<file path="src/hw/rtl/brf_pkg.sv">
// Shared constants, command codes and controller interface types for the byte ring FIFO.
`default_nettype none

package brf_pkg;

   localparam int DEPTH_DEFAULT = 4096;
   localparam int CNT_W         = 13;
   localparam int CAP_RESET     = 4096;
   localparam int BYTE_W        = 8;
   localparam int TOTAL_W       = 64;

   localparam logic [1:0] CMD_PUSH  = 2'd0;
   localparam logic [1:0] CMD_POP   = 2'd1;
   localparam logic [1:0] CMD_CLOSE = 2'd2;
   localparam logic [1:0] CMD_ERROR = 2'd3;

   typedef struct packed {
      logic capture;
      logic exec;
      logic read;
      logic load;
      logic cfg_write;
   } ctrl_cmd_type;

   typedef struct packed {
      logic out_blocked;
   } ctrl_sts_type;

endpackage

`default_nettype wire

</file>
<file path="src/hw/rtl/brf_ctrl.sv">
// Controller state machine that sequences capture, update, head read and response load.
`default_nettype none

module brf_ctrl
   import brf_pkg::*;
(
   input  wire logic         clock,
   input  wire logic         reset,
   input  wire logic         req_valid,
   output logic              req_stall,
   input  wire logic         csr_valid,
   output logic              csr_ready,
   input  wire ctrl_sts_type sts,
   output ctrl_cmd_type      cmd
);

   localparam logic [1:0] ST_IDLE = 2'd0;
   localparam logic [1:0] ST_EXEC = 2'd1;
   localparam logic [1:0] ST_READ = 2'd2;
   localparam logic [1:0] ST_LOAD = 2'd3;

   logic [1:0] state_ff;
   logic [1:0] state_in;

   always_comb begin
      state_in      = state_ff;
      cmd           = '0;
      cmd.cfg_write = csr_valid && (state_ff == ST_IDLE);
      unique case (state_ff)
         ST_IDLE: begin
            if (req_valid) begin
               cmd.capture = 1'b1;
               state_in    = ST_EXEC;
            end
         end
         ST_EXEC: begin
            cmd.exec = 1'b1;
            state_in = ST_READ;
         end
         ST_READ: begin
            cmd.read = 1'b1;
            state_in = ST_LOAD;
         end
         ST_LOAD: begin
            if (!sts.out_blocked) begin
               cmd.load = 1'b1;
               state_in = ST_IDLE;
            end
         end
      endcase
   end

   always_ff @(posedge clock) begin
      if (reset) begin
         state_ff <= ST_IDLE;
      end else begin
         state_ff <= state_in;
      end
   end

   assign req_stall = (state_ff != ST_IDLE);
   assign csr_ready = (state_ff == ST_IDLE);

endmodule

`default_nettype wire

</file>
<file path="config.mk">
export PLATFORM = sky130hd
export DESIGN_NAME = brf_ctrl
export DESIGN_NICKNAME = d
export VERILOG_FILES = /design/src/hw/rtl/brf_pkg.sv /design/src/hw/rtl/brf_ctrl.sv
export SDC_FILE = /design/constraint.sdc
export NUM_CORES = 1
export LEC_CHECK = 0
export BUFFER_PORTS_ARGS = -buffer_cell sky130_fd_sc_hd__buf_4
export CAP_MARGIN = 40
export CORE_AREA = 5 5 42 44
export CTS_CLUSTER_DIAMETER = 150
export DETAILED_ROUTE_END_ITERATION = 6
export DIE_AREA = 0 0 47 49
export PLACE_DENSITY = 0.41
export SLEW_MARGIN = 25
export SYNTH_ARGS = -nofsm -noshare
export SYNTH_HDL_FRONTEND = slang
export SYNTH_SLANG_ARGS = --single-unit
</file>
<file path="constraint.sdc">
create_clock -name clock -period 2.05 [get_ports clock]
set_input_delay 0.41 -clock clock [delete_from_list [all_inputs] [get_ports clock]]
set_output_delay 0.41 -clock clock [all_outputs]
set_load 0.03 [all_outputs]
</file>
==> results of run 1 <==
## power by group
part / switching (uW) / internal [uW]
registers: 17.4 / 59.5
clock network: 21.9 / 64.6
logic: 265 / 165
## placed cells by master (no fill, tap or decap)
cell	count
a211oi_1	1
a41o_2	1
nor2_1	1
inv_1	4
clkbuf_4	3
nand2b_4	1
nand2_1	1
ha_1	5
dfxtp_1	2
and2_1	2
buf_4	11
nor2b_1	1
a21oi_1	1
a211oi_2	1
## metal layers
layer / global-route usage [%] / vias up / routed length [um]
met2: 4.75 / 10 / 158
li1: - / 97 / -
met5: 0 / - / 0
met3: 3.32 / 0 / 64
met1: 6.56 / 72 / 221
met4: 4.15 / 0 / 0
## worst max-delay path, delay by kind of cell (launching register included)
family	cells	cell delay, ps
buffers and inverters	2	250
and+or+nand+nor	1	140
DFF	1	360
adders and majority gates	1	220
## cells in the mapped netlist (all sizes together)
master | count | area share (%)
ha | 5 | 32
inv | 4 | 7.7
a211oi | 2 | 10
and2 | 2 | 6.5
dfxtp | 2 | 21
a21oi | 1 | 2.6
a41o | 1 | 5.8
nand2 | 1 | 1.9
nand2b | 1 | 7.1
nor2 | 1 | 1.9
nor2b | 1 | 3.2
## cell type report
| class | count | area (sq um) |
|---|---|---|
| repair buffers | 11 | 82.6 |
| inverters | 4 | 15.0 |
| multi-input cells | 15 | 139 |
| clock buffers | 3 | 22.5 |
| fillers | 164 | 1080 |
| well taps | 16 | 20.0 |
| flip-flops and latches | 2 | 40.0 |
## per-stage QoR
stage                     total power, uW  area [sq um]  setup WS (ps)  utilization [%]  hold WS, ps
final                                 593           319            433             22.8          372
after global routing                  646           319            344             22.8          365
after CTS                             606           319            417             22.8          363
after detailed placement              513           297            660             21.2          552
after global placement                507           297            688             21.2          545
after floorplan                       376           194            666                -          483
## worst paths after layout
kind	start	end	slack, ps
worst max-delay path	state_ff[0]$_SDFFE_PP0P_	cmd[4]	430
worst max register to register	state_ff[0]$_SDFFE_PP0P_	state_ff[1]$_SDFFE_PP0P_	830
worst min register to register	state_ff[0]$_SDFFE_PP0P_	state_ff[0]$_SDFFE_PP0P_	550
worst min-delay path	reset	state_ff[0]$_SDFFE_PP0P_	370
## cells by family (layout without fill, tap and decap cells)
logic type | Yosys count | count (layout) | synth area share (%)
fa+ha+maj | 5 | 5 | 32.3
flops | 2 | 2 | 20.6
simple gates | 6 | 6 | 20.6
buf+inv | 4 | 18 | 7.74
compound gates | 4 | 4 | 18.7
==> results by group, run 1 <==
Outcome
  • Status: finished, final reports clean

Power
  • Worst vdd ir: 0.527 mV
  • Static leakage: 0.000170 uW
  • Pwr dens: 1860 mW/mm^2

Die
  • Initial Utilization: 13.8%
  • Die area: 0.00230 sq mm
  • Die Span Y: 49 um
  • Chip Width: 47 um
  • IO Count: 12
  • Core Box Area: 0.00140 sq mm
  • Rows: 14

STA
  • Max-slew violations: 0
  • Final setup vio count: 0
  • Final hold viol count: 0
  • Setup TNS: 0 ps
  • Max frequency: 618 MHz
  • RSZ-0062 raised after global routing: no
  • Actual slew at the worst max-slew pin: 198 ps
  • Part of the cycle the worst path needs: 78.9%
  • Slew HR: 86.7%
  • Min Tclk post-route: 1620 ps
  • Clock skew: 4.55 ps

Drt
  • Final wirelength: 444 um
  • Drt initial violations: 1
  • Vias per inst: 3.51
  • Number of nets with antenna violations after routing: 0
  • DR vias: 179
  • Wire per inst: 8.71 um
  • Pre-antenna DRT Iters: 2
  • DRC: 0

Logic synthesis
  • FF+latch count, synth: 2
  • Warnings from Yosys: 0
  • Synth Instances: 21
  • Post-synthesis cell type count: 12
  • Syn Area/Cell: 9.24 sq um
  • Post-Synthesis Net Count: 31
  • Synthesized area: 194 sq um
  • Register area share after synthesis: 20.6%

GRT
  • Aggregate global routing overflow: 0
  • Initial antenna violation count: 0
  • First-pass GRT wire length: 745 um
  • Total track usage: 4.85%
  • Largest net degree at the start of global routing: 5
  • Vias in the first global route: 162

Min path
  • Hold/Removal Path Class: primary input to register
  • Min-Delay Path Depth: 2

Setup path
  • Reg2reg path depth: 5
  • Worst path slowest cell: dfxtp_1
  • CP arrival: 1210 ps
  • Worst path max stage delay: 360 ps
  • Crit end category: output port
  • Required time of the critical path: 1640 ps
  • Startpoint types: register
  • Critical-path cell list: inv_1 > ha_1 > and2_1 > buf_4
  • CP Max Fanout: 4
  • Critical path type: register to output port

CTS
  • Clock tree buffer depth: 2
  • CTS Buf Count: 3
  • Clock slew at reported path FFs: 30 ps
  • H-tree depth: 1
  • CTS tree: built
  • Worst-Skew Late Latency: 220 ps
  • CTS Root Cell: clkbuf_4
  • Post_cts resized: 0
  • Hold-fix buffers, CTS: 0
  • Post-CTS setup buffers: 0
  • Clock Sinks: 2

Placement
  • Port Buffers: 11
  • Post-Place Cells: 48
  • DP Wirelength: 370 um
  • GPL Wtd Cong: 0.685

Final layout
  • Max reg flops: 2
  • Layout area overhead: 64.5%
  • Share of cells above drive strength 1: 48.6%
  • Non-filler cells, final: 51
  • Register name with the most flops: state_ff
  • Antenna cells: 0
  • Top Registers: state_ff (2)
  • Fin nets: 47

Flow run
  • Maxcap violations: 0
Power figures use the tool's default switching activity.
==> inputs of run 2 (changes only) <==
--- a/config.mk
+++ b/config.mk
@@ -5,6 +5,7 @@
 export SDC_FILE = /design/constraint.sdc
 export NUM_CORES = 1
 export LEC_CHECK = 0
+export ABC_AREA = 1
 export BUFFER_PORTS_ARGS = -buffer_cell sky130_fd_sc_hd__buf_4
 export CAP_MARGIN = 40
 export CORE_AREA = 5 5 42 44
==> constraint.sdc (replaced) <==
create_clock -name clock -period 1.6 [get_ports clock]
set_input_delay 0.32 -clock clock [delete_from_list [all_inputs] [get_ports clock]]
set_output_delay 0.32 -clock clock [all_outputs]
set_load 0.03 [all_outputs]
==> run 2 against run 1 <==
Sequential power up 25%. Final area increased by 0.78%. Die area unchanged. Clock-buffer cell count is the same. Worst hold slack got worse by 17 ps. Clock power grew 27%. Synthesized area rose by 0.65%. Flip-flop and latch count is the same. Final cell count grew 18%.
==> results by group, run 2 <==
Outcome
  • Status: finished, final reports clean

Setup path
  • Critical path type: register to output port
  • CP Max Fanout: 4 (unchanged)
  • Reg2reg path depth: 6 (+1)
  • Required time of the critical path: 1280 ps (-360 ps)
  • CP arrival: 1150 ps (-60 ps)
  • Worst R2R Setup Slack: 520 ps (-310 ps)
  • Worst flop-to-flop path startpoint: state_ff[1]$_SDFFE_PP0P_
  • Critical R2R Capture: state_ff[1]$_SDFFE_PP0P_
  • Startpoint types: register
  • CP Capture Point: cmd[4]
  • Crit end category: output port
  • CP Launch Point: state_ff[1]$_SDFFE_PP0P_

Die
  • Initial Utilization: 13.9% (+0.089 points)
  • Die area: 0.00230 sq mm (unchanged)
  • IO Count: 12 (unchanged)
  • Rows: 14 (unchanged)
  • Die Span Y: 49 um (unchanged)
  • Chip Width: 47 um (unchanged)
  • Core Box Area: 0.00140 sq mm (unchanged)

Logic synthesis
  • Ys async rst share: 0% (unchanged)
  • Syn Area/Cell: 6.51 sq um (-30%)
  • Warnings from Yosys: 0 (unchanged)
  • Most frequent cell after synthesis: inv_1
  • Synth top area share: 32.1% (-0.21 points)
  • Area leader, netlist: ha_1
  • Largest cells by area after synthesis: ha_1 32%, dfxtp_1 21%, inv_1 17%
  • Synth Instances: 30 (+43%)
  • Synth top cells by count: 9 x inv_1, 6 x nand2_1, 5 x ha_1, 4 x nor2_1
  • Post-Synthesis Net Count: 40 (+29%)
  • Top FF cell, synth: dfxtp_1
  • Register area share after synthesis: 20.5% (-0.13 points)
  • FF+latch count, synth: 2 (unchanged)
  • EDFF count, synth: 0 (unchanged)
  • Post-synthesis cell type count: 8 (-4)
  • Synthesized area: 195 sq um (+0.65%)

STA
  • Slew HR: 90.6% (+3.9 points)
  • Min Tclk post-route: 1470 ps
  • Max-slew violations: 0 (unchanged)
  • Final setup vio count: 0 (unchanged)
  • Setup ws final: 135 ps (-298 ps)
  • RSZ-0062 raised after global routing: no
  • Actual slew at the worst max-slew pin: 141 ps (-57.2 ps)
  • Max frequency: 682 MHz
  • Part of the cycle the worst path needs: 91.6%
  • Clock skew: 0.210 ps (-4.34 ps)
  • Setup TNS: 0 ps (unchanged)
  • Final hold viol count: 0 (unchanged)

Drt
  • Drt initial violations: 2 (+1)
  • Met3 WL: 80 um (+25%)
  • Final wirelength: 468 um (+5.4%)
  • DR vias: 195 (+8.9%)
  • Top sig layer: met3
  • Pre-antenna DRT Iters: 2 (unchanged)
  • Number of nets with antenna violations after routing: 0 (unchanged)
  • Met1 wire length: 171 um (-23%)
  • Wire per inst: 7.80 um (-10%)
  • Vias per inst: 3.25 (-7.4%)
  • DRC: 0 (unchanged)
  • Met2 routed WL: 217 um (+37%)

CTS
  • Hold-fix buffers, CTS: 0 (unchanged)
  • Clock slew at reported path FFs: 30 ps (about the same)
  • Clock Sinks: 2 (unchanged)
  • Post-CTS setup buffers: 0 (unchanged)
  • H-tree depth: 1 (unchanged)
  • Worst-Skew Late Latency: 220 ps (about the same)
  • CTS Buf Count: 3 (unchanged)
  • CTS tree: built
  • Clock tree buffer depth: 2 (unchanged)
  • CTS Root Cell: clkbuf_4
  • Post_cts resized: 0 (unchanged)

Placement
  • GPL Wtd Cong: 0.611 (-11%)
  • DP Worst Slack: 346 ps (-314 ps)
  • Port Buffers: 11 (unchanged)

Final layout
  • # fillers: 168 (+2.4%)
  • Top Registers: state_ff (2)
  • Register name with the most flops: state_ff
  • Fin nets: 56 (+19%)
  • Antenna cells: 0 (unchanged)
  • Commonest non-fill, non-tap cells in the layout: 11 x buf_4, 9 x inv_1, 6 x nand2_1, 5 x ha_1, 4 x nor2_1
  • Layout area overhead: 64.7%
  • Share of cells above drive strength 1: 36.4% (-12 points)
  • Max reg flops: 2 (unchanged)
  • Commonest non-fill, non-tap cell in the layout: buf_4

GRT
  • Aggregate global routing overflow: 0 (unchanged)
  • Initial antenna violation count: 0 (unchanged)
  • First-pass GRT wire length: 731 um (-1.9%)
  • Largest net degree at the start of global routing: 5 (unchanged)
  • Vias in the first global route: 215 (+33%)
  • Total track usage: 4.64% (-0.21 points)

Power
  • Worst vdd ir: 0.435 mV (-18%)
  • Combinational share of power: 68.8% (-3.7 points)
  • Clock group share of total power: 16.6% (+2.0 points)
  • Pwr dens: 2060 mW/mm^2 (+11%)
  • Sequential share of power: 14.6% (+1.6 points)
  • Switch share: 50.5% (-0.75 points)
  • Pint: 327 uW (+13%)
  • Static leakage: 0.000197 uW (+16%)
  • Sw Pwr: 334 uW (+9.9%)

Min path
  • Hold/Removal Path Class: primary input to register
  • Hold_sp: reset

Flow run
  • Maxcap violations: 0 (unchanged)
## run 2: cells by family (layout without fill, tap and decap cells)
family          count (synthesis)  count (layout)  share of synthesized area, %
compound gates                  2               2                          5.13
fa+ha+maj                       5               5                          32.1
buf+inv                         9              23                          17.3
flops                           2               2                          20.5
simple gates                   12              12                          25.0
## run 2: power groups by stage
stage	Clock (uW)	Combinational, uW	Sequential, uW
after CTS	120	465	94.6
after floorplan	0	327	90.0
final	110	455	96.5
after global routing	123	508	101
after global placement	0	466	94.3
after detailed placement	0	465	95.3
## run 2: layout make-up
type | instances | area [sq um] | area share (%)
Multi-Input combinational cell | 19 | 121 | 37.7
Timing Repair Buffer | 11 | 82.6 | 25.7
Sequential cell | 2 | 41.3 | 12.8
Inverter | 9 | 33.8 | 10.5
Clock buffer | 3 | 22.5 | 7.00
Tap cell | 16 | 20.0 | 6.23
## run 2: metal layers
layer	track usage [%]	vias to the layer above
met5	0	-
met2	6.56	9
met3	1.48	0
li1	-	114
met1	4.60	72
met4	5.53	0
## run 2: worst min-delay path by stage
stage | end | slack [ps] | cells after the start
after global placement | state_ff[0]$_SDFFE_PP0P_ | 540 | 2
after global routing | state_ff[1]$_SDFFE_PP0P_ | 360 | 4
after floorplan | state_ff[1]$_SDFFE_PP0P_ | 480 | 3
after CTS | state_ff[1]$_SDFFE_PP0P_ | 350 | 4
final | state_ff[1]$_SDFFE_PP0P_ | 360 | 4
after detailed placement | state_ff[0]$_SDFFE_PP0P_ | 530 | 2
## run 2: worst max-delay path, cell delays in order (launching register included)
cell	delay [ps]
dfxtp_1	370
inv_1	90
ha_1	210
nand2_1	60
inv_1	30
buf_4	150
## run 2: stage by stage
step / hold slack [ps] / area (sq um) / power (uW) / util (%) / cells
2_1_floorplan: 476 / 195 / 417 / - / 30
3_3_place_gp: 538 / 298 / 560 / 21.3 / 57
3_5_place_dp: 533 / 298 / 560 / 21.3 / 57
4_1_cts: 346 / 320 / 680 / 22.9 / 60
5_1_grt: 363 / 322 / 732 / 22.9 / 60
6_report: 355 / 322 / 662 / 22.9 / 60
==> inputs of run 3 (changes only) <==
--- a/config.mk
+++ b/config.mk
@@ -13,6 +13,7 @@
 export DETAILED_ROUTE_END_ITERATION = 6
 export DIE_AREA = 0 0 47 49
 export PLACE_DENSITY = 0.41
+export RECOVER_POWER = 100
 export SLEW_MARGIN = 25
 export SYNTH_ARGS = -nofsm -noshare
 export SYNTH_HDL_FRONTEND = slang
==> run 3 against run 2 <==
Combinational power down 6.2%. Die area unchanged. Final area down 3.1%. Via count unchanged. Register-to-register slack about the same. Largest cell class unchanged. Critical path type unchanged. Worst setup slack worse by 9.0 ps. Clock power about the same.
==> results by group, run 3 (same netlist as run 2, synthesis figures left out) <==
Outcome
  • Status: finished, final reports clean

Die
  • Chip Width: 47 um (unchanged)
  • IO Count: 12 (unchanged)
  • Die Span Y: 49 um (unchanged)
  • Die area: 0.00230 sq mm (unchanged)
  • Rows: 14 (unchanged)
  • Core Box Area: 0.00140 sq mm (unchanged)
  • Initial Utilization: 13.9% (unchanged)

Placement
  • Post-Place Cells: 57 (unchanged)
  • GPL Wtd Cong: 0.611 (unchanged)
  • Port Buffers: 11 (unchanged)

Final layout
  • Register name with the most flops: state_ff
  • Max reg flops: 2 (unchanged)
  • Fin nets: 56 (unchanged)
  • Commonest non-fill, non-tap cells in the layout: 9 x inv_1, 6 x nand2_1, 6 x buf_4, 5 x ha_1
  • Antenna cells: 0 (unchanged)
  • Layout area overhead: 59.6%
  • Share of cells above drive strength 1: 36.4% (unchanged)
  • Non-filler cells, final: 60 (unchanged)
  • Top Registers: state_ff (2)
  • # fillers: 172 (+2.4%)
  • Commonest non-fill, non-tap cell in the layout: inv_1

Setup path
  • Reg2reg path depth: 6 (unchanged)
  • Critical R2R Capture: state_ff[1]$_SDFFE_PP0P_
  • CP Max Fanout: 4 (unchanged)
  • Startpoint types: register
  • Worst R2R Setup Slack: 520 ps (about the same)
  • CP arrival: 1150 ps (about the same)
  • Crit end category: output port
  • Required time of the critical path: 1280 ps (about the same)
  • Critical path type: register to output port
  • Worst flop-to-flop path startpoint: state_ff[1]$_SDFFE_PP0P_

CTS
  • H-tree depth: 1 (unchanged)
  • Post-CTS setup buffers: 0 (unchanged)
  • CTS tree: built
  • CTS Root Cell: clkbuf_4
  • Post_cts resized: 0 (unchanged)
  • Clock slew at reported path FFs: 30 ps (about the same)
  • Clock Sinks: 2 (unchanged)
  • Worst-Skew Late Latency: 220 ps (about the same)
  • Hold-fix buffers, CTS: 0 (unchanged)
  • Clock tree buffer depth: 2 (unchanged)
  • CTS Buf Count: 3 (unchanged)

Drt
  • Pre-antenna DRT Iters: 2 (unchanged)
  • Wire per inst: 7.77 um (-0.43%)
  • Number of nets with antenna violations after routing: 0 (unchanged)
  • Drt initial violations: 2 (unchanged)
  • Final wirelength: 466 um (-0.43%)
  • DRC: 0 (unchanged)
  • Vias per inst: 3.25 (unchanged)
  • DR vias: 195 (unchanged)

Power
  • Static leakage: 0.000194 uW (-1.6%)
  • Total power: 633 uW (-4.3%)
  • Worst vdd ir: 0.422 mV (-2.9%)
  • Pwr dens: 2030 mW/mm^2 (-1.2%)

GRT
  • First-pass GRT wire length: 731 um (unchanged)
  • Initial antenna violation count: 0 (unchanged)
  • Largest net degree at the start of global routing: 5 (unchanged)
  • Total track usage: 4.64% (unchanged)
  • Vias in the first global route: 215 (unchanged)
  • Aggregate global routing overflow: 0 (unchanged)

STA
  • Setup TNS: 0 ps (unchanged)
  • Final hold viol count: 0 (unchanged)
  • Max frequency: 678 MHz (-0.61%)
  • Final setup vio count: 0 (unchanged)
  • Clock skew: 0.210 ps (-0.000264 ps)
  • RSZ-0062 raised after global routing: no
  • Actual slew at the worst max-slew pin: 175 ps (+33.7 ps)
  • Slew HR: 88.4% (-2.2 points)
  • Max-slew violations: 0 (unchanged)
  • Part of the cycle the worst path needs: 92.1% (+0.56 points)
  • Min Tclk post-route: 1470 ps (+9.02 ps)

Min path
  • Min-Delay Path Depth: 4 (unchanged)
  • Hold worst-path end: state_ff[1]$_SDFFE_PP0P_
  • Hold_sp: reset
  • Hold/Removal Path Class: primary input to register

Flow run
  • Maxcap violations: 0 (unchanged)
==> run 3: worst max-delay path by stage <==
stage / start / to / slack (ps) / cells past startpoint
floorplan: state_ff[0]$_SDFFE_PP0P_ / cmd[1] / 310 / 3
global placement: state_ff[0]$_SDFFE_PP0P_ / cmd[0] / 360 / 5
detailed placement: state_ff[0]$_SDFFE_PP0P_ / cmd[0] / 350 / 5
CTS: state_ff[0]$_SDFFE_PP0P_ / cmd[0] / 100 / 5
global route: state_ff[1]$_SDFFE_PP0P_ / cmd[0] / 30 / 5
finish: state_ff[1]$_SDFFE_PP0P_ / cmd[0] / 130 / 5
==> run 3: report_power, final <==
part           switching [uW]  internal, uW
Sequential               21.9          74.6
Clock                    27.3          82.6
Combinational             284           143
Total                     333           300
==> run 3: layout make-up <==
type	instances	area (sq um)	area share (%)
clock buffers	3	22.5	7.23
inverters	9	33.8	10.8
multi-input cells	19	121	39.0
flip-flops and latches	2	41.3	13.3
well taps	16	20.0	6.43
repair buffers	11	72.6	23.3
==> run 3: critical path: stages, from the launching register on <==
cell	delay [ps]
dfxtp_1	370
inv_1	90
ha_1	210
nand2_1	60
inv_1	30
clkbuf_4	170
==> run 3: stage by stage <==
stage | hold slack (ps) | utilization (%) | setup WS, ps | cell area [sq um]
floorplan | 476 | - | 307 | 195
global placement | 538 | 21.3 | 361 | 298
detailed placement | 533 | 21.3 | 346 | 298
CTS | 346 | 22.9 | 102 | 320
global route | 363 | 22.2 | 31.1 | 312
finish | 355 | 22.2 | 126 | 312
==> run 3: routing by layer <==
layer | up-vias | GRT usage (%) | wire, um
li1 | 114 | - | -
met1 | 72 | 4.60 | 172
met5 | - | 0 | 0
met4 | 0 | 5.53 | 0
met2 | 9 | 6.56 | 214
met3 | 0 | 1.48 | 79
